<file path="src/rtl/unicode_escape_decoder_defines.svh">
// Assertion macros shared by the unicode escape decoder RTL files.
`ifndef UNICODE_ESCAPE_DECODER_DEFINES_SVH
`define UNICODE_ESCAPE_DECODER_DEFINES_SVH

// Checks that the consequent holds in the same cycle as the antecedent.
`define UED_ASSERT_NOW(label, ante, cons, msg) \
    label: assert property (@(posedge i_clk) disable iff (!i_rst_n) \
        (ante) |-> (cons)) else $error(msg);

// Checks that the consequent holds in the cycle after the antecedent.
`define UED_ASSERT_NEXT(label, ante, cons, msg) \
    label: assert property (@(posedge i_clk) disable iff (!i_rst_n) \
        (ante) |=> (cons)) else $error(msg);

`endif

</file>
<file path="src/rtl/ued_pkg.sv">
// Types, character constants and the hex digit decoder of the escape decoder.
package ued_pkg;

    localparam logic [7:0] BACKSLASH_CHAR   = 8'h5C;
    localparam logic [7:0] U_CHAR           = 8'h75;
    localparam logic [7:0] LOWER_HEX_OFFSET = 8'd87;

    // One output word as it sits in the output queue.
    typedef struct packed {
        logic [15:0] code_unit;
        logic        run_end;
        logic        string_end;
        logic        bad_escape;
    } t_unit;

    typedef struct packed {
        logic       ok;
        logic [3:0] digit;
    } t_hex;

    // A byte that is not a hex digit decodes as zero with ok clear.
    function automatic t_hex hex_value(input logic [7:0] b);
        t_hex r;
        r.ok    = 1'b1;
        r.digit = 4'd0;
        case (b) inside
            [8'h30:8'h39]: r.digit = 4'(b - 8'h30);
            [8'h61:8'h66]: r.digit = 4'(b - LOWER_HEX_OFFSET);
            [8'h41:8'h46]: r.digit = 4'(b - 8'h41 + 8'd10);
            default:       r.ok    = 1'b0;
        endcase
        return r;
    endfunction

endpackage

</file>
<file path="src/rtl/ued_if.sv">
// Valid/ready channel interfaces for the byte input and the code unit output.
interface ued_in_if;
    logic       valid;
    logic       ready;
    logic [7:0] byte_in;
    logic       last_byte;

    modport source (output valid, output byte_in, output last_byte, input ready);
    modport sink   (input valid, input byte_in, input last_byte, output ready);
endinterface

interface ued_out_if;
    logic        valid;
    logic        ready;
    logic [15:0] code_unit;
    logic        run_end;
    logic        string_end;
    logic        bad_escape;

    modport source (output valid, output code_unit, output run_end, output string_end,
                    output bad_escape, input ready);
    modport sink   (input valid, input code_unit, input run_end, input string_end,
                    input bad_escape, output ready);
endinterface

</file>
<file path="src/rtl/unicode_escape_decoder.sv">
// Top level of the unicode escape decoder: byte register, escape decode and state.
//
// The decoder takes the bytes of a string value, one byte per cycle, and gives
// 16-bit code units. Plain bytes come out zero-extended; a backslash, 'u' and
// four hex digits (upper or lower case) become one code unit, and a backslash
// followed by any other byte gives the backslash and then that byte, but a
// non-final backslash opens a new escape instead. A digit that is not hex
// counts as zero and sets bad_escape on the escape. When the last byte of a
// string arrives inside an escape, a lone backslash is flushed as is, and a
// partial hex value is flushed with bad_escape set. run_end marks the last word
// caused by an input byte and string_end the last word of the string; a byte
// that opens an escape gives no word. Each byte waits in an input register and
// is decoded into a registered three-word output queue. The output port gives
// one word per cycle while the sink is ready, so a byte that yields two words
// (backslash then a non-'u' byte) holds the port longer; the input holds off
// only when the queue cannot take two more words.
`include "unicode_escape_decoder_defines.svh"

module unicode_escape_decoder (
    input  logic i_clk,
    input  logic i_rst_n,
    ued_in_if.sink    i_in,
    ued_out_if.source o_out
);
    import ued_pkg::*;

    typedef enum logic [2:0] {
        PH_NORMAL = 3'd0,
        PH_BSLASH = 3'd1,
        PH_DIG0   = 3'd2,
        PH_DIG1   = 3'd3,
        PH_DIG2   = 3'd4,
        PH_DIG3   = 3'd5
    } t_phase;

    // Input register.
    logic       r_in_valid;
    logic [7:0] r_byte;
    logic       r_last;

    // Escape state.
    t_phase      r_phase, n_phase;
    logic [15:0] r_accum, n_accum;
    logic        r_derr,  n_derr;

    logic        w_room;
    logic        w_adv;
    logic        w_head_valid;
    t_unit       w_head;
    logic [1:0]  w_cnt;
    logic [1:0]  w_push_cnt;
    logic [15:0] w_unit0, w_unit1;
    logic        w_bad0;
    t_unit       w_word0, w_word1;
    t_hex        w_hex;
    logic [15:0] w_acc_next;
    logic        w_derr_next;

    // The registered byte moves on whenever the queue can take two words.
    assign w_adv      = r_in_valid && w_room;
    assign i_in.ready = !r_in_valid || w_room;

    assign w_hex       = hex_value(r_byte);
    assign w_acc_next  = {r_accum[11:0], w_hex.digit};
    assign w_derr_next = r_derr || !w_hex.ok;

    always_comb begin
        w_cnt   = 2'd0;
        w_unit0 = 16'd0;
        w_unit1 = 16'd0;
        w_bad0  = 1'b0;
        n_phase = r_phase;
        n_accum = r_accum;
        n_derr  = r_derr;
        case (r_phase)
            PH_BSLASH: begin
                if (r_byte == U_CHAR) begin
                    n_accum = 16'd0;
                    n_derr  = 1'b0;
                    if (r_last) begin
                        w_cnt  = 2'd1;
                        w_bad0 = 1'b1;
                    end else begin
                        n_phase = PH_DIG0;
                    end
                end else begin
                    // The pending backslash goes out, then the byte is seen afresh.
                    w_cnt   = 2'd1;
                    w_unit0 = {8'd0, BACKSLASH_CHAR};
                    n_phase = PH_NORMAL;
                    if (r_byte == BACKSLASH_CHAR && !r_last) begin
                        n_phase = PH_BSLASH;
                    end else begin
                        w_cnt   = 2'd2;
                        w_unit1 = {8'd0, r_byte};
                    end
                end
            end
            PH_DIG0, PH_DIG1, PH_DIG2, PH_DIG3: begin
                n_accum = w_acc_next;
                n_derr  = w_derr_next;
                if (r_phase == PH_DIG3) begin
                    w_cnt   = 2'd1;
                    w_unit0 = w_acc_next;
                    w_bad0  = w_derr_next;
                    n_phase = PH_NORMAL;
                end else if (r_last) begin
                    // Escape cut short by the end of the string.
                    w_cnt   = 2'd1;
                    w_unit0 = w_acc_next;
                    w_bad0  = 1'b1;
                end else begin
                    n_phase = t_phase'(r_phase + 3'd1);
                end
            end
            default: begin
                n_phase = PH_NORMAL;
                if (r_byte == BACKSLASH_CHAR && !r_last) begin
                    n_phase = PH_BSLASH;
                end else begin
                    w_cnt   = 2'd1;
                    w_unit0 = {8'd0, r_byte};
                end
            end
        endcase
        if (r_last) begin
            n_phase = PH_NORMAL;
            n_accum = 16'd0;
            n_derr  = 1'b0;
        end
    end

    always_comb begin
        w_word0.code_unit  = w_unit0;
        w_word0.run_end    = (w_cnt == 2'd1);
        w_word0.string_end = (w_cnt == 2'd1) && r_last;
        w_word0.bad_escape = w_bad0;
        w_word1.code_unit  = w_unit1;
        w_word1.run_end    = 1'b1;
        w_word1.string_end = r_last;
        w_word1.bad_escape = 1'b0;
    end

    assign w_push_cnt = w_adv ? w_cnt : 2'd0;

    ued_oq u_oq (
        .i_clk      (i_clk),
        .i_rst_n    (i_rst_n),
        .i_push_cnt (w_push_cnt),
        .i_word0    (w_word0),
        .i_word1    (w_word1),
        .i_pop      (w_head_valid && o_out.ready),
        .o_room     (w_room),
        .o_valid    (w_head_valid),
        .o_head     (w_head)
    );

    assign o_out.valid      = w_head_valid;
    assign o_out.code_unit  = w_head.code_unit;
    assign o_out.run_end    = w_head.run_end;
    assign o_out.string_end = w_head.string_end;
    assign o_out.bad_escape = w_head.bad_escape;

    always_ff @(posedge i_clk) begin
        if (i_in.valid && i_in.ready) begin
            r_byte <= i_in.byte_in;
            r_last <= i_in.last_byte;
        end
        if (!i_rst_n) begin
            r_in_valid <= 1'b0;
            r_phase    <= PH_NORMAL;
            r_accum    <= 16'd0;
            r_derr     <= 1'b0;
        end else begin
            if (i_in.ready) begin
                r_in_valid <= i_in.valid;
            end
            if (w_adv) begin
                r_phase <= n_phase;
                r_accum <= n_accum;
                r_derr  <= n_derr;
            end
        end
    end

    `UED_ASSERT_NEXT(a_last_clears, w_adv && r_last, r_phase == PH_NORMAL && r_accum == 16'd0 && !r_derr, "state not cleared after the last byte")
    `UED_ASSERT_NOW(a_last_emits, w_adv && r_last, w_cnt != 2'd0, "last byte of a string gave no word")
    `UED_ASSERT_NOW(a_two_words_only_after_bslash, w_cnt == 2'd2, r_phase == PH_BSLASH, "two words outside a pending backslash")

endmodule

</file>
<file path="src/rtl/ued_oq.sv">
// Three-word output queue that takes up to two words and gives one word per cycle when popped.
`include "unicode_escape_decoder_defines.svh"

module ued_oq (
    input  logic           i_clk,
    input  logic           i_rst_n,
    input  logic [1:0]     i_push_cnt,
    input  ued_pkg::t_unit i_word0,
    input  ued_pkg::t_unit i_word1,
    input  logic           i_pop,
    output logic           o_room,
    output logic           o_valid,
    output ued_pkg::t_unit o_head
);
    import ued_pkg::*;

    localparam int DEPTH = 3;

    t_unit      r_q [DEPTH];
    t_unit      n_q [DEPTH];
    logic [1:0] r_count;
    logic [1:0] n_count;
    logic [1:0] w_base;

    // Slot where the first new word lands once the head has left.
    assign w_base  = r_count - {1'b0, i_pop};
    assign o_room  = (w_base <= 2'd1);
    assign o_valid = (r_count != 2'd0);
    assign o_head  = r_q[0];

    always_comb begin
        for (int k = 0; k < DEPTH; k++) begin
            if (i_pop && k < DEPTH - 1) begin
                n_q[k] = r_q[k + 1];
            end else begin
                n_q[k] = r_q[k];
            end
        end
        for (int k = 0; k < DEPTH; k++) begin
            if (i_push_cnt != 2'd0 && w_base == 2'(k)) begin
                n_q[k] = i_word0;
            end
            if (i_push_cnt == 2'd2 && w_base + 2'd1 == 2'(k)) begin
                n_q[k] = i_word1;
            end
        end
        n_count = w_base + i_push_cnt;
    end

    always_ff @(posedge i_clk) begin
        r_q <= n_q;
        if (!i_rst_n) begin
            r_count <= 2'd0;
        end else begin
            r_count <= n_count;
        end
    end

    `UED_ASSERT_NOW(a_no_overflow, i_push_cnt != 2'd0, w_base <= 2'd1 || (i_push_cnt == 2'd1 && w_base == 2'd2), "output queue overflow")
    `UED_ASSERT_NOW(a_pop_nonempty, i_pop, r_count != 2'd0, "pop from empty output queue")
    `UED_ASSERT_NEXT(a_drain, i_pop && i_push_cnt == 2'd0, r_count == $past(r_count) - 2'd1, "queue count did not drop on a pop")

endmodule
</file>
<file path="src/flat_wrapper.sv">
// flat-port wrapper written by rule: the top's interface ports become plain ports
module unicode_escape_decoder_flat import ued_pkg::*;
  (i_clk, i_rst_n, i_in_valid, i_in_byte_in, i_in_last_byte, i_in_ready, o_out_valid, o_out_code_unit, o_out_run_end, o_out_string_end, o_out_bad_escape, o_out_ready);
  ued_in_if i_in_i ();
  ued_out_if o_out_i ();
  input  logic i_clk;
  input  logic i_rst_n;
  input wire logic [$bits(i_in_i.valid)-1:0] i_in_valid;
  input wire logic [$bits(i_in_i.byte_in)-1:0] i_in_byte_in;
  input wire logic [$bits(i_in_i.last_byte)-1:0] i_in_last_byte;
  output wire logic [$bits(i_in_i.ready)-1:0] i_in_ready;
  output wire logic [$bits(o_out_i.valid)-1:0] o_out_valid;
  output wire logic [$bits(o_out_i.code_unit)-1:0] o_out_code_unit;
  output wire logic [$bits(o_out_i.run_end)-1:0] o_out_run_end;
  output wire logic [$bits(o_out_i.string_end)-1:0] o_out_string_end;
  output wire logic [$bits(o_out_i.bad_escape)-1:0] o_out_bad_escape;
  input wire logic [$bits(o_out_i.ready)-1:0] o_out_ready;
  assign i_in_i.valid = i_in_valid;
  assign i_in_i.byte_in = i_in_byte_in;
  assign i_in_i.last_byte = i_in_last_byte;
  assign i_in_ready = i_in_i.ready;
  assign o_out_valid = o_out_i.valid;
  assign o_out_code_unit = o_out_i.code_unit;
  assign o_out_run_end = o_out_i.run_end;
  assign o_out_string_end = o_out_i.string_end;
  assign o_out_bad_escape = o_out_i.bad_escape;
  assign o_out_i.ready = o_out_ready;
  unicode_escape_decoder u_core (.i_clk(i_clk), .i_rst_n(i_rst_n), .i_in(i_in_i), .o_out(o_out_i));
endmodule
</file>
<file path="config.mk">
export PLATFORM = sky130hd
export DESIGN_NAME = unicode_escape_decoder_flat
export DESIGN_NICKNAME = d
export VERILOG_FILES = /design/src/rtl/ued_pkg.sv /design/src/rtl/ued_if.sv /design/src/rtl/unicode_escape_decoder.sv /design/src/rtl/ued_oq.sv /design/src/flat_wrapper.sv
export VERILOG_INCLUDE_DIRS = /design/src /design/src/rtl
export SDC_FILE = /design/constraint.sdc
export NUM_CORES = 1
export LEC_CHECK = 0
export ABC_AREA = 1
export BUFFER_PORTS_ARGS = -buffer_cell sky130_fd_sc_hd__buf_2
export CAP_MARGIN = 40
export CORE_MARGIN = 5
export CORE_UTILIZATION = 65
export DETAILED_ROUTE_END_ITERATION = 12
export PLACE_DENSITY_LB_ADDON = 0.15
export SLEW_MARGIN = 30
export SYNTH_ARGS = -nofsm -noshare
export SYNTH_HDL_FRONTEND = slang
export SYNTH_HIERARCHICAL = 1
export SYNTH_SLANG_ARGS = --single-unit
</file>
<file path="constraint.sdc">
create_clock -name i_clk -period 5.25 [get_ports i_clk]
set_input_delay 0.525 -clock i_clk [delete_from_list [all_inputs] [get_ports i_clk]]
set_output_delay 0.525 -clock i_clk [all_outputs]
set_load 0.02 [all_outputs]
</file>
---- After elaboration in Yosys (flattened, before gate mapping) ----
Cells that the tools add are included.
operators by class
  muxes and demuxes ....................... 43
  order comparisons ....................... 7
  $add $sub $neg .......................... 8
  equal/unequal tests ..................... 14
  reductions and logical operators ........ 31
operator list
  cell                                                                    number
  19-bit two-way mux                                                      8
  16-bit two-way mux                                                      4
  16-bit case mux with 2 select lines                                     1
  12-bit two-way mux                                                      2
  12-bit case mux with 2 select lines                                     1
  8-bit by 7-bit == test with 1-bit output (second input constant)        2
  8-bit by 7-bit >= comparator with 1-bit output (second input constant)  2
  8-bit by 7-bit <= comparator with 1-bit output (second input constant)  2
  1-bit logical AND                                                       14
  1-bit two-way mux                                                       12
  4-bit two-way mux                                                       3
  2-bit nonzero test                                                      5
  3-bit two-way mux                                                       3
  3-bit nonzero test                                                      3
  8-bit by 6-bit >= comparator with 1-bit output (second input constant)  1
  8-bit by 6-bit <= comparator with 1-bit output (second input constant)  1
  8-bit two-way mux                                                       1
  4-bit by 1-bit subtractor with 4-bit output (second input constant)     2
  7-bit two-way mux                                                       1
  2-bit by 1-bit == test with 1-bit output (second input constant)        3
  2-bit == test (second input constant)                                   3
  3-bit by 2-bit == test with 1-bit output (second input constant)        2
  3-bit == test (second input constant)                                   2
  2-bit two-way mux                                                       3
  17 further kinds                                                        22
storage, ports and cells
  input port bits ......................... 13
  register bits ........................... 85
  logic and storage cells ................. 122
  output and inout port bits .............. 21

---- Logic depth before layout (Yosys ltp) ----
Gate-level depths: netlist (run 1).
  word-level depth ........................ 11
  gate-level depth with buffers ........... 19
  depth with buffers taken out ............ 18

---- Hierarchy ----
The synthesis (run 1) kept the hierarchy.
modules (own cells, without submodules)
  module                  cells each  times used  area an instance (um2)  seq. area each (um2)
  ued_oq                  388         1           3,344.5                 1,751.7
  unicode_escape_decoder  220         1           1,531.5                 610.6

---- Worst setup path after synthesis (run 1) ----
OpenSTA, ideal clock, no wires.
  kind .................................... register to register
  from .................................... register u_core.u_oq.r_count[1]
  to ...................................... register u_core/u_oq/r_q[0] (netlist bit) (enable)
  cell stages (with the launch flop) ...... 18
  buffers on the path ..................... 3
  data arrival time ....................... 2.668 ns
  clock period less this slack ............ 3.044 ns
  library setup time ...................... 0.376 ns
  data required time ...................... 4.874 ns
  setup slack ............................. 2.206 ns
  cells stage by stage .................... dfxtp_1 > inv_1 > nand2_1 > nand2_1 > inv_1 > ha_1 > inv_1 > nand2_1 > nand2_2 > buf_2 > nand2_1 > nor2_1 > nand2_1 > nor2_2 > nand2_1 > buf_6 > buf_6 > nand2_1
on the way
  longest elaborated chain between the ends .. 8
  elaborated cells on any way between the ends .. 13
  classes of those cells .................. 2 x add/sub; 1 x order compare; 3 x eq/ne; 1 x mux; 6 x reduce/logical
ends and longest elaborated chain
  element                                                     line                           source
  from (decl)                                                 ued_oq.sv:21                   logic [1:0] r_count;
  from (signal assigned)                                      ued_oq.sv:55                   r_count <= n_count;
  2-bit nonzero test *                                        ued_oq.sv:28                   assign o_valid = (r_count != 2'd0);
  net o_out_valid                                             flat_wrapper.sv:12             output wire logic [$bits(o_out_i.valid)-1:0] o_out_valid;
  1-bit logical AND *                                         unicode_escape_decoder.sv:152  .i_pop (w_head_valid && o_out.ready),
  2-bit by 1-bit subtractor with 2-bit output *               ued_oq.sv:26                   assign w_base = r_count - {1'b0, i_pop};
  2-bit by 1-bit <= comparator with 1-bit output *            ued_oq.sv:27                   assign o_room = (w_base <= 2'd1);
  net u_core.w_room                                           unicode_escape_decoder.sv:46   logic w_room;
  1-bit logical AND *                                         unicode_escape_decoder.sv:60   assign w_adv = r_in_valid && w_room;
  2-bit two-way mux *                                         unicode_escape_decoder.sv:144  assign w_push_cnt = w_adv ? w_cnt : 2'd0;
  net u_core.w_push_cnt[1]                                    unicode_escape_decoder.sv:51   logic [1:0] w_push_cnt;
  2-bit == test / 2-bit nonzero test (equally long branches)  ued_oq.sv:43, ued_oq.sv:40
  1-bit logical AND (on tied branches)                        ued_oq.sv:43, ued_oq.sv:40
  to (signal assigned)                                        ued_oq.sv:51                   r_q <= n_q;
  to (decl)                                                   ued_oq.sv:19                   t_unit r_q [DEPTH];
Mark *: on every way through the listed nets, which the timed path passes. The rest lies on a longest branch.
A chain may end at the register's enable or synchronous reset.

---- Worst setup path in the final report (run 1) ----
  from .................................... register u_core.r_byte[1]
  to ...................................... register u_core.u_oq.r_q (netlist bit u_core/u_oq/o_head[18]) (enable)
on the way
  longest elaborated chain between the ends .. 9
  elaborated cells on any way between the ends .. 13
  classes of those cells .................. 3 x eq/ne; 5 x mux; 5 x reduce/logical
ends and longest elaborated chain
  element                                                     line                           source
  from (decl)                                                 unicode_escape_decoder.sv:38   logic [7:0] r_byte;
  from (signal assigned)                                      unicode_escape_decoder.sv:166  r_byte <= i_in.byte_in;
  8-bit by 7-bit == test with 1-bit output                    unicode_escape_decoder.sv:91   if (r_byte == BACKSLASH_CHAR && !r_last) begin
  1-bit logical AND                                           unicode_escape_decoder.sv:91
  2-bit two-way mux                                           unicode_escape_decoder.sv:91
  2-bit two-way mux *                                         unicode_escape_decoder.sv:77   if (r_byte == U_CHAR) begin
  2-bit case mux with 2 select lines *                        unicode_escape_decoder.sv:75   case (r_phase)
  2-bit two-way mux *                                         unicode_escape_decoder.sv:144
  net u_core.w_push_cnt[1]                                    unicode_escape_decoder.sv:51
  2-bit == test / 2-bit nonzero test (equally long branches)  ued_oq.sv:43, ued_oq.sv:40
  1-bit logical AND (on tied branches)                        ued_oq.sv:43, ued_oq.sv:40
  3-bit nonzero test (no line) *                              n/a
Marked as above.

==> out/metrics.csv, run 1 <==
metric,value,unit
status,"complete, no violations",
pwr-share-seq,44.5,%
setup_tns,0,ns
wl_per_cell,14.4,um
cts_sinks,85,
routed_wirelength,10700,um
portBuffers,33,
cts_buffer_depth,2,
area_growth,6.52,%
path_clk_slew,0.08,ns
n_fill_cell,625,
drt_pass1_iterations,5,
power,0.00227,W
dp.cells,724,
dieWidth,96.6,um
ctsHtreeMaxLevel,3,
worst_pin_slew,0.809,ns
ant_nets,0,
maxSlewHeadroom,46.0,%
initial_core_util,66.9,%
dr.first_iter.drc_count,416,
cap_violations,0,
dp_hpwl,7570,um
layout_min_cycle_time,3.85,ns
combPwrFrac,36.8,%
postCtsSetupBuffers,0,
p_per_area,438,nW/um^2
setup_viol,0,
holdPathStages,1,
swShare,39.0,%
cts_resized,0,
coreArea,7290,um^2
grtUsageTotal,23.4,%
hold_class,input port to flip-flop,
first_global_vias,3649,
cp-startpoint,u_core/r_byte[1],
cp_max_fo,21,
final_layout_size_suffix_gt1_share,13.2,%
clkLatencyLatePin,0.35,ns
diodes,0,
fin_nets,657,
layout_common_cells,"131 x nand3_1, 129 x nand2_1, 77 x inv_1",
ys_seq_area_share,48.4,%
fin_crit_sh,73.3,%
p_switching,0.000887,W
synthCells,608,
leakagePower,2.26,nW
netlist_area,4880,um^2
grt_pass1_wl,18100,um
ys_seq_elements,85,
io_pins,34,
grt-ovfl-total,0,
syn_avg_cell_area,8.02,um^2
fin_util,71.2,%
cp_data_required_time,5.13,ns
yosys_warnings,6,
grt_max_degree,45,
r2r-start,u_core/r_byte[1],
vias,4056,
yosys.cell_types.count,30,
die_y,96.6,um
vdd_drop_max,0.251,mV
cp.arrival,3.73,ns
p_int,0.00139,W
worst_setup_path_start_kind,flip-flop,
via_per_inst,5.46,
final_hold_viol_count,0,
antenna_found_initial,0,
rows,31,
numCtsBuffers,9,
skew,0.0124,ns
final_common_cell,nand3_1,
instances_no_fill,743,
rr_worst_depth,14,
rsz0062_at_grt,no,
place.gp.congestion,0.869,
ctsHoldBuffers,0,
cp-end-kind,flip-flop,
cts-root-buf,clkbuf_8,
hp-start,i_in_byte_in[0],
finalMaxSlewViolations,0,
worst-setup-path-type,flip-flop to flip-flop,
max_freq,260,MHz
cts_tree,done,
power.share.clock,18.7,%
drc,0,
dieArea,9330,um^2
==> cell type report <==
type | instances | area, um^2 | area share, %
Inverter | 85 | 319 | 6.14
Clock inverter | 4 | 22.5 | 0.434
Timing Repair Buffer | 41 | 244 | 4.70
Clock buffer | 12 | 155 | 2.99
Multi-Input combinational cell | 417 | 1970 | 37.9
Tap cell | 99 | 124 | 2.38
Sequential cell | 85 | 2360 | 45.5
==> metrics by stage <==
stage	hold slack (ns)	area, um^2	setup WS (ns)
global placement	0.451	4970	1.30
finish	0.346	5190	1.40
detailed placement	0.457	4980	1.12
CTS	0.326	5160	1.06
floorplan	0.436	4980	2.21
global route	0.326	5190	0.961
==> worst max-delay path: stages, from the launching register on <==
cell,delay (ns)
edfxtp_1,0.42
inv_1,0.16
ha_1,0.21
nand2_1,0.06
nor2_1,0.09
nand3_1,0.15
nand2_1,0.23
inv_1,0.06
nand2_1,0.17
nor2_1,0.11
nor2_1,0.16
nor2_1,0.06
buf_4,0.21
nand2_1,0.53
nand3_1,0.75
==> path summary, 6_finish.rpt <==
| check | end | slack (ns) |
|---|---|---|
| min reg2reg | u_core/r_accum[8] | 0.47 |
| max | u_core/u_oq/o_head[18] | 1.40 |
| max reg2reg | u_core/u_oq/o_head[18] | 1.40 |
| min | u_core/r_byte[0] | 0.35 |
==> power by group through the flow <==
| stage | registers [W] | logic (W) | clock network, W |
|---|---|---|---|
| 2_1_floorplan | 0.00102 | 0.000696 | 0 |
| 3_3_place_gp | 0.00103 | 0.000788 | 0 |
| 3_5_place_dp | 0.00103 | 0.000824 | 0 |
| 4_1_cts | 0.00101 | 0.000826 | 0.000436 |
| 5_1_grt | 0.00103 | 0.000927 | 0.000464 |
| 6_report | 0.00101 | 0.000837 | 0.000425 |
==> flip-flops by register name, indices dropped and copies added, names as in the netlist <==
signal / flops
u_core/r_accum: 12
u_core/r_byte: 8
u_core/r_derr: 1
u_core/r_in_valid: 1
u_core/r_last: 1
u_core/r_phase: 3
u_core/u_oq/o_head: 19
u_core/u_oq/r_count: 2
u_core/u_oq/r_q: 38
==> kinds of logic after synthesis <==
logic type | share of synthesized area, %
fa+ha+maj | 1.28
xor+xnor | 0.180
other cells | 0.154
compound gates | 6.49
buf+inv | 13.4
flops | 48.4
simple gates | 30.1
==> synthesized netlist by cell type <==
cell	count	area, um^2
a21oi_2	9	78.8
xnor2_1	1	8.76
a21boi_0	1	7.51
buf_2	17	85.1
ha_1	5	62.6
buf_6	5	56.3
o22ai_1	1	6.26
edfxtp_1	66	1980
nand2_2	4	25.0
clkbuf_1	3	11.3
nand3_2	2	20.0
nand3_1	131	656
a21oi_1	28	140
nand2_1	129	484
conb_1	2	7.51
o211ai_1	5	37.5
nand4_1	7	43.8
dfxtp_1	19	380
nor2_1	49	184
o21ai_2	1	8.76
nor2_4	1	11.3
nand2_4	1	11.3
clkinv_1	1	3.75
inv_2	7	26.3
nor2_2	5	31.3
o31ai_1	1	7.51
buf_4	24	180
o21ai_0	4	20.0
o21ai_1	2	10.0
inv_1	77	289
==> routing by layer <==
metal	wire length [um]	GRT usage, %	vias to the layer above	part of all wire [%]
li1	-	-	2010	-
met1	5010	34.8	1859	47
met2	4640	34.4	169	43
met3	847	4.17	18	7.9
met4	201	7.78	0	1.9
met5	0	0	-	0
Power figures use the tool's default switching activity.
==> run 2, diff against run 1 <==
- CORE_UTILIZATION: 65 -> 55
- clock period: 5.25 -> 3.1 ns (I/O delays scaled with it)
==> run 2 against run 1 <==
Maximum frequency increased by 36%. Largest power group unchanged. Clock power up 64%. Critical path depth decreased by 1. Flip-flop and latch count is the same.
==> out/metrics.csv, run 2 (synthesized netlist as in run 1, its figures left out) <==
metric,value,unit,change
drt_pass1_iterations,5,,unchanged
cts-root-buf,clkbuf_8,,unchanged
layout_common_cells,"131 x nand3_1, 128 x nand2_1, 77 x inv_1",,"was 131 x nand3_1, 129 x nand2_1, 77 x inv_1"
cap_violations,0,,unchanged
route.met2.wl,4890,um,was 4640 um
vdd_drop_max,0.269,mV,was 0.251 mV
routed.top_layer,met4,,unchanged
grt-ovfl-total,0,,unchanged
worst-setup-path-type,flip-flop to flip-flop,,unchanged
grt_pass1_wl,18500,um,was 18100 um
rr_worst_depth,13,,was 14
power.share.clock,18.2,%,was 18.7%
dr.first_iter.drc_count,246,,was 416
path_clk_slew,0.08,ns,about the same
antenna_found_initial,0,,unchanged
dieArea,10800,um^2,was 9330 um^2
rsz0062_at_grt,no,,unchanged
diodes,0,,unchanged
cp.arrival,2.86,ns,was 3.73 ns
first_global_vias,3770,,was 3649
hold_class,input port to flip-flop,,unchanged
cts_sinks,85,,unchanged
grt_max_degree,45,,unchanged
largest_register_ffs,38,,unchanged
dp_hpwl,8180,um,was 7570 um
p_per_area,731,nW/um^2,was 438 nW/um^2
setup_tns,0,ns,unchanged
wl_per_cell,14.0,um,was 14.4 um
die_y,104,um,was 96.6 um
portBuffers,33,,unchanged
p_int,0.00236,W,was 0.00139 W
cts_tree,done,,unchanged
grtUsageTotal,20.5,%,was 23.4%
cp-end-kind,flip-flop,,unchanged
postCtsSetupBuffers,0,,unchanged
combPwrFrac,37.3,%,was 36.8%
leakagePower,2.29,nW,was 2.26 nW
route.met3.wl,730,um,was 847 um
area_growth,7.65,%,was 6.52%
max_freq,355,MHz,was 260 MHz
drc,0,,unchanged
initial_core_util,56.2,%,was 66.9%
coreArea,8680,um^2,was 7290 um^2
holdPathStages,1,,unchanged
final_hold_viol_count,0,,unchanged
ant_nets,0,,unchanged
cp_max_fo,19,,was 21
rows,34,,was 31
final_layout_size_suffix_gt1_share,14.4,%,was 13.2%
routed_wirelength,10700,um,about the same
status,"complete, no violations",,unchanged
numCtsBuffers,9,,unchanged
ctsHoldBuffers,0,,unchanged
via_per_inst,5.27,,was 5.46
vias,4002,,was 4056
cp_data_required_time,3.14,ns,was 5.13 ns
clkLatencyLatePin,0.35,ns,about the same
pwr-share-seq,44.6,%,was 44.5%
setup_viol,0,,unchanged
swShare,38.5,%,was 39.0%
cts_resized,0,,unchanged
io_pins,34,,unchanged
place.gp.congestion,0.938,,was 0.869
skew,0.0109,ns,was 0.0124 ns
final_common_cell,nand3_1,,unchanged
layout_min_cycle_time,2.82,ns,was 3.85 ns
worst_setup_path_start_kind,flip-flop,,unchanged
cts_buffer_depth,2,,unchanged
finalMaxSlewViolations,0,,unchanged
regMostFlops,u_core/u_oq/r_q,,unchanged
dieWidth,104,um,was 96.6 um
fin_nets,665,,was 657
p_switching,0.00148,W,was 0.000887 W
hold_ws,0.132,ns,was 0.346 ns
fin_crit_sh,91.0,%,was 73.3%
ctsHtreeMaxLevel,3,,unchanged
wl_met1,4890,um,was 5010 um
==> run 2: critical path, stage by stage, from the launching register on <==
cell	delay, ns
edfxtp_1	0.42
inv_1	0.16
ha_1	0.22
nand2_1	0.07
nor2_1	0.11
nand3_1	0.18
o31ai_2	0.28
nor2_2	0.09
nor2_1	0.18
nor2_1	0.08
nor2_1	0.12
nand2_1	0.20
nand3_1	0.17
buf_6	0.21
==> run 2: layout make-up <==
class | count | area (um^2)
Clock buffer | 13 | 149
Timing Repair Buffer | 49 | 289
Sequential cell | 85 | 2360
Fill cell | 800 | 3430
Clock inverter | 3 | 20.0
Multi-Input combinational cell | 417 | 1970
Tap cell | 108 | 135
Inverter | 85 | 319
==> run 2: worst paths after layout <==
path | start | slack [ns] | to
max | u_core/r_byte[1] | 0.28 | u_core/u_oq/r_q[37]
min | i_in_byte_in[0] | 0.13 | u_core/r_byte[0]
max reg2reg | u_core/r_byte[1] | 0.28 | u_core/u_oq/r_q[37]
min reg2reg | u_core/r_accum[8] | 0.47 | u_core/r_accum[8]
==> run 2: power groups by stage <==
stage / logic [W] / registers, W / clock network (W)
after floorplan: 0.00118 / 0.00172 / 0
after global placement: 0.00140 / 0.00173 / 0
after detailed placement: 0.00144 / 0.00174 / 0
after CTS: 0.00144 / 0.00171 / 0.000720
after global routing: 0.00159 / 0.00174 / 0.000763
final: 0.00143 / 0.00171 / 0.000697
==> run 2: through the flow <==
step / instances / instance area [um^2] / util, % / total power (W) / worst slack, ns
CTS: 760 / 5240 / 60.4 / 0.00388 / 0.207
floorplan: 636 / 4980 / - / 0.00290 / 0.0563
finish: 760 / 5250 / 60.5 / 0.00384 / 0.280
global placement: 744 / 5070 / 58.4 / 0.00313 / 0.373
global route: 760 / 5250 / 60.5 / 0.00409 / 0.0112
detailed placement: 744 / 5070 / 58.4 / 0.00318 / 0.245
==> run 2: routing by layer <==
layer | vias to the layer above | track usage [%]
met4 | 0 | 6.01
met1 | 1823 | 29.6
met2 | 143 | 32.5
met5 | - | 0
met3 | 10 | 2.61
li1 | 2026 | -
==> run 3, diff against run 2 <==
- CORE_UTILIZATION: 55 -> 30
==> run 3 against run 2 <==
Die area increased by 74%. Critical endpoint is now u_core/u_oq/o_head[12]. Maximum frequency grew 1.5%. Total power is 12% higher. Largest cell class unchanged. Sequential power about the same. Critical path depth did not move.
==> out/metrics.csv, run 3 (synthesized netlist as in run 1, its figures left out) <==
metric,value,unit,change
grt_pass1_wl,19100,um,was 18500 um
fin_crit_sh,89.6,%,was 91.0%
cp-end-kind,flip-flop,,unchanged
p_switching,0.00155,W,was 0.00148 W
dp_hpwl,8860,um,was 8180 um
rsz0062_at_grt,no,,unchanged
drc,0,,unchanged
r2r-start,u_core/r_byte[1],,unchanged
skew,0.00566,ns,was 0.0109 ns
hp-start,i_in_byte_in[4],,was i_in_byte_in[0]
dieArea,18900,um^2,was 10800 um^2
cp_data_required_time,3.13,ns,was 3.14 ns
initial_core_util,30.6,%,was 56.2%
dp_slack,0.267,ns,was 0.245 ns
rows,46,,was 34
cts-root-buf,clkbuf_16,,was clkbuf_8
cts_sinks,85,,unchanged
largest_register_ffs,38,,unchanged
regMostFlops,u_core/u_oq/r_q,,unchanged
cp.arrival,2.81,ns,was 2.86 ns
r2r-end,u_core/u_oq/o_head[12],,was u_core/u_oq/r_q[37]
combPwrFrac,33.4,%,was 37.3%
worst-setup-path-type,flip-flop to flip-flop,,unchanged
dr.first_iter.drc_count,232,,was 246
clkLatencyLatePin,0.35,ns,about the same
min_to,u_core/r_byte[4],,was u_core/r_byte[0]
ctsHoldBuffers,0,,unchanged
vias,3880,,was 4002
coreArea,15900,um^2,was 8680 um^2
routed_wirelength,11700,um,was 10700 um
cts_tree,done,,unchanged
hold_class,input port to flip-flop,,unchanged
p_int,0.00276,W,was 0.00236 W
first_global_vias,3489,,was 3770
final_layout_size_suffix_gt1_share,14.2,%,was 14.4%
finalMaxSlewViolations,0,,unchanged
place.gp.congestion,0.820,,was 0.938
grt-ovfl-total,0,,unchanged
grtUsageTotal,13.3,%,was 20.5%
final_common_cell,nand3_1,,unchanged
status,"complete, no violations",,unchanged
pwr-share-seq,39.7,%,was 44.6%
numCtsBuffers,9,,unchanged
rr_worst_depth,13,,unchanged
cp-startpoint,u_core/r_byte[1],,unchanged
wl_per_cell,13.5,um,was 14.0 um
holdPathStages,1,,unchanged
ant_nets,0,,unchanged
final_hold_viol_count,0,,unchanged
max_freq,360,MHz,was 355 MHz
setup_tns,0,ns,unchanged
hold_ws,0.136,ns,was 0.132 ns
worst_setup_path_start_kind,flip-flop,,unchanged
postCtsSetupBuffers,0,,unchanged
power.share.clock,26.9,%,was 18.2%
setup_viol,0,,unchanged
area_growth,13.7,%,was 7.65%
p_per_area,776,nW/um^2,was 731 nW/um^2
portBuffers,33,,unchanged
cts_buffer_depth,2,,unchanged
swShare,35.9,%,was 38.5%
antenna_found_initial,0,,unchanged
dieWidth,137,um,was 104 um
grt_max_degree,45,,unchanged
cp_max_fo,19,,unchanged
vdd_drop_max,0.302,mV,was 0.269 mV
path_clk_slew,0.06,ns,was 0.08 ns
layout_common_cells,"131 x nand3_1, 128 x nand2_1, 77 x inv_1",,unchanged
via_per_inst,4.48,,was 5.27
die_y,137,um,was 104 um
setup_ws,0.323,ns,was 0.280 ns
cap_violations,0,,unchanged
diodes,0,,unchanged
layout_min_cycle_time,2.78,ns,was 2.82 ns
fin_nets,663,,was 665
drt_pass1_iterations,4,,was 5
io_pins,34,,unchanged
r2r_slack,0.32,ns,was 0.28 ns
leakagePower,2.36,nW,was 2.29 nW
ctsHtreeMaxLevel,3,,unchanged
-- run 3: area by class of cell --
| cell class | count | area [um^2] |
|---|---|---|
| multi-input combinational | 417 | 1970 |
| clock inverter | 1 | 6.26 |
| tap | 216 | 270 |
| timing repair buffer | 47 | 295 |
| inverter | 85 | 319 |
| fill | 1714 | 10400 |
| sequential | 85 | 2360 |
| clock buffer | 15 | 322 |
-- run 3: power by group through the flow --
stage	logic, W	registers (W)	clock network [W]
6_report	0.00144	0.00171	0.00116
2_1_floorplan	0.00118	0.00172	0
3_3_place_gp	0.00145	0.00173	0
4_1_cts	0.00146	0.00171	0.00120
3_5_place_dp	0.00146	0.00174	0
5_1_grt	0.00161	0.00174	0.00125
-- run 3: worst max-delay path by stage --
stage,endpoint,slack [ns],cells past startpoint
3_3_place_gp,u_core/u_oq/r_q[37],0.28,15
4_1_cts,u_core/u_oq/r_q[21],0.24,15
3_5_place_dp,u_core/u_oq/r_q[37],0.27,15
5_1_grt,u_core/u_oq/o_head[14],0.004,13
6_report,u_core/u_oq/o_head[12],0.32,13
2_1_floorplan,u_core/u_oq/r_q[0],0.06,17
-- run 3: layer usage --
layer / global-route usage, % / vias to the layer above / wire length, um
li1: - / 2039 / -
met1: 20.6 / 1731 / 6120
met2: 17.4 / 95 / 4750
met3: 2.37 / 15 / 575
met4: 6.26 / 0 / 272
met5: 0 / - / 0
-- run 3: repair_timing --
action	CTS	global route
hold endpoints to repair	0	0
setup endpoints to repair	0	30
resized for setup	0	1
-- run 3: metrics by stage --
stage	area [um^2]	std cells	utilization (%)	total power, W
2_1_floorplan	4980	636	-	0.00290
3_3_place_gp	5210	850	32.7	0.00318
3_5_place_dp	5210	850	32.7	0.00320
4_1_cts	5540	866	34.8	0.00438
5_1_grt	5540	866	34.8	0.00460
6_report	5540	866	34.8	0.00430
-- run 3: critical path: stages, from the launching register on --
cell and delay, ns:
edfxtp_1 0.40, inv_1 0.16, ha_1 0.21, nand2_1 0.06, nor2_1 0.09, nand3_1 0.14, o31ai_1 0.36, nor2_2 0.10
nor2_1 0.19, nor2_1 0.08, nor2_1 0.19, nand2_1 0.11, nand3_1 0.11, buf_4 0.26
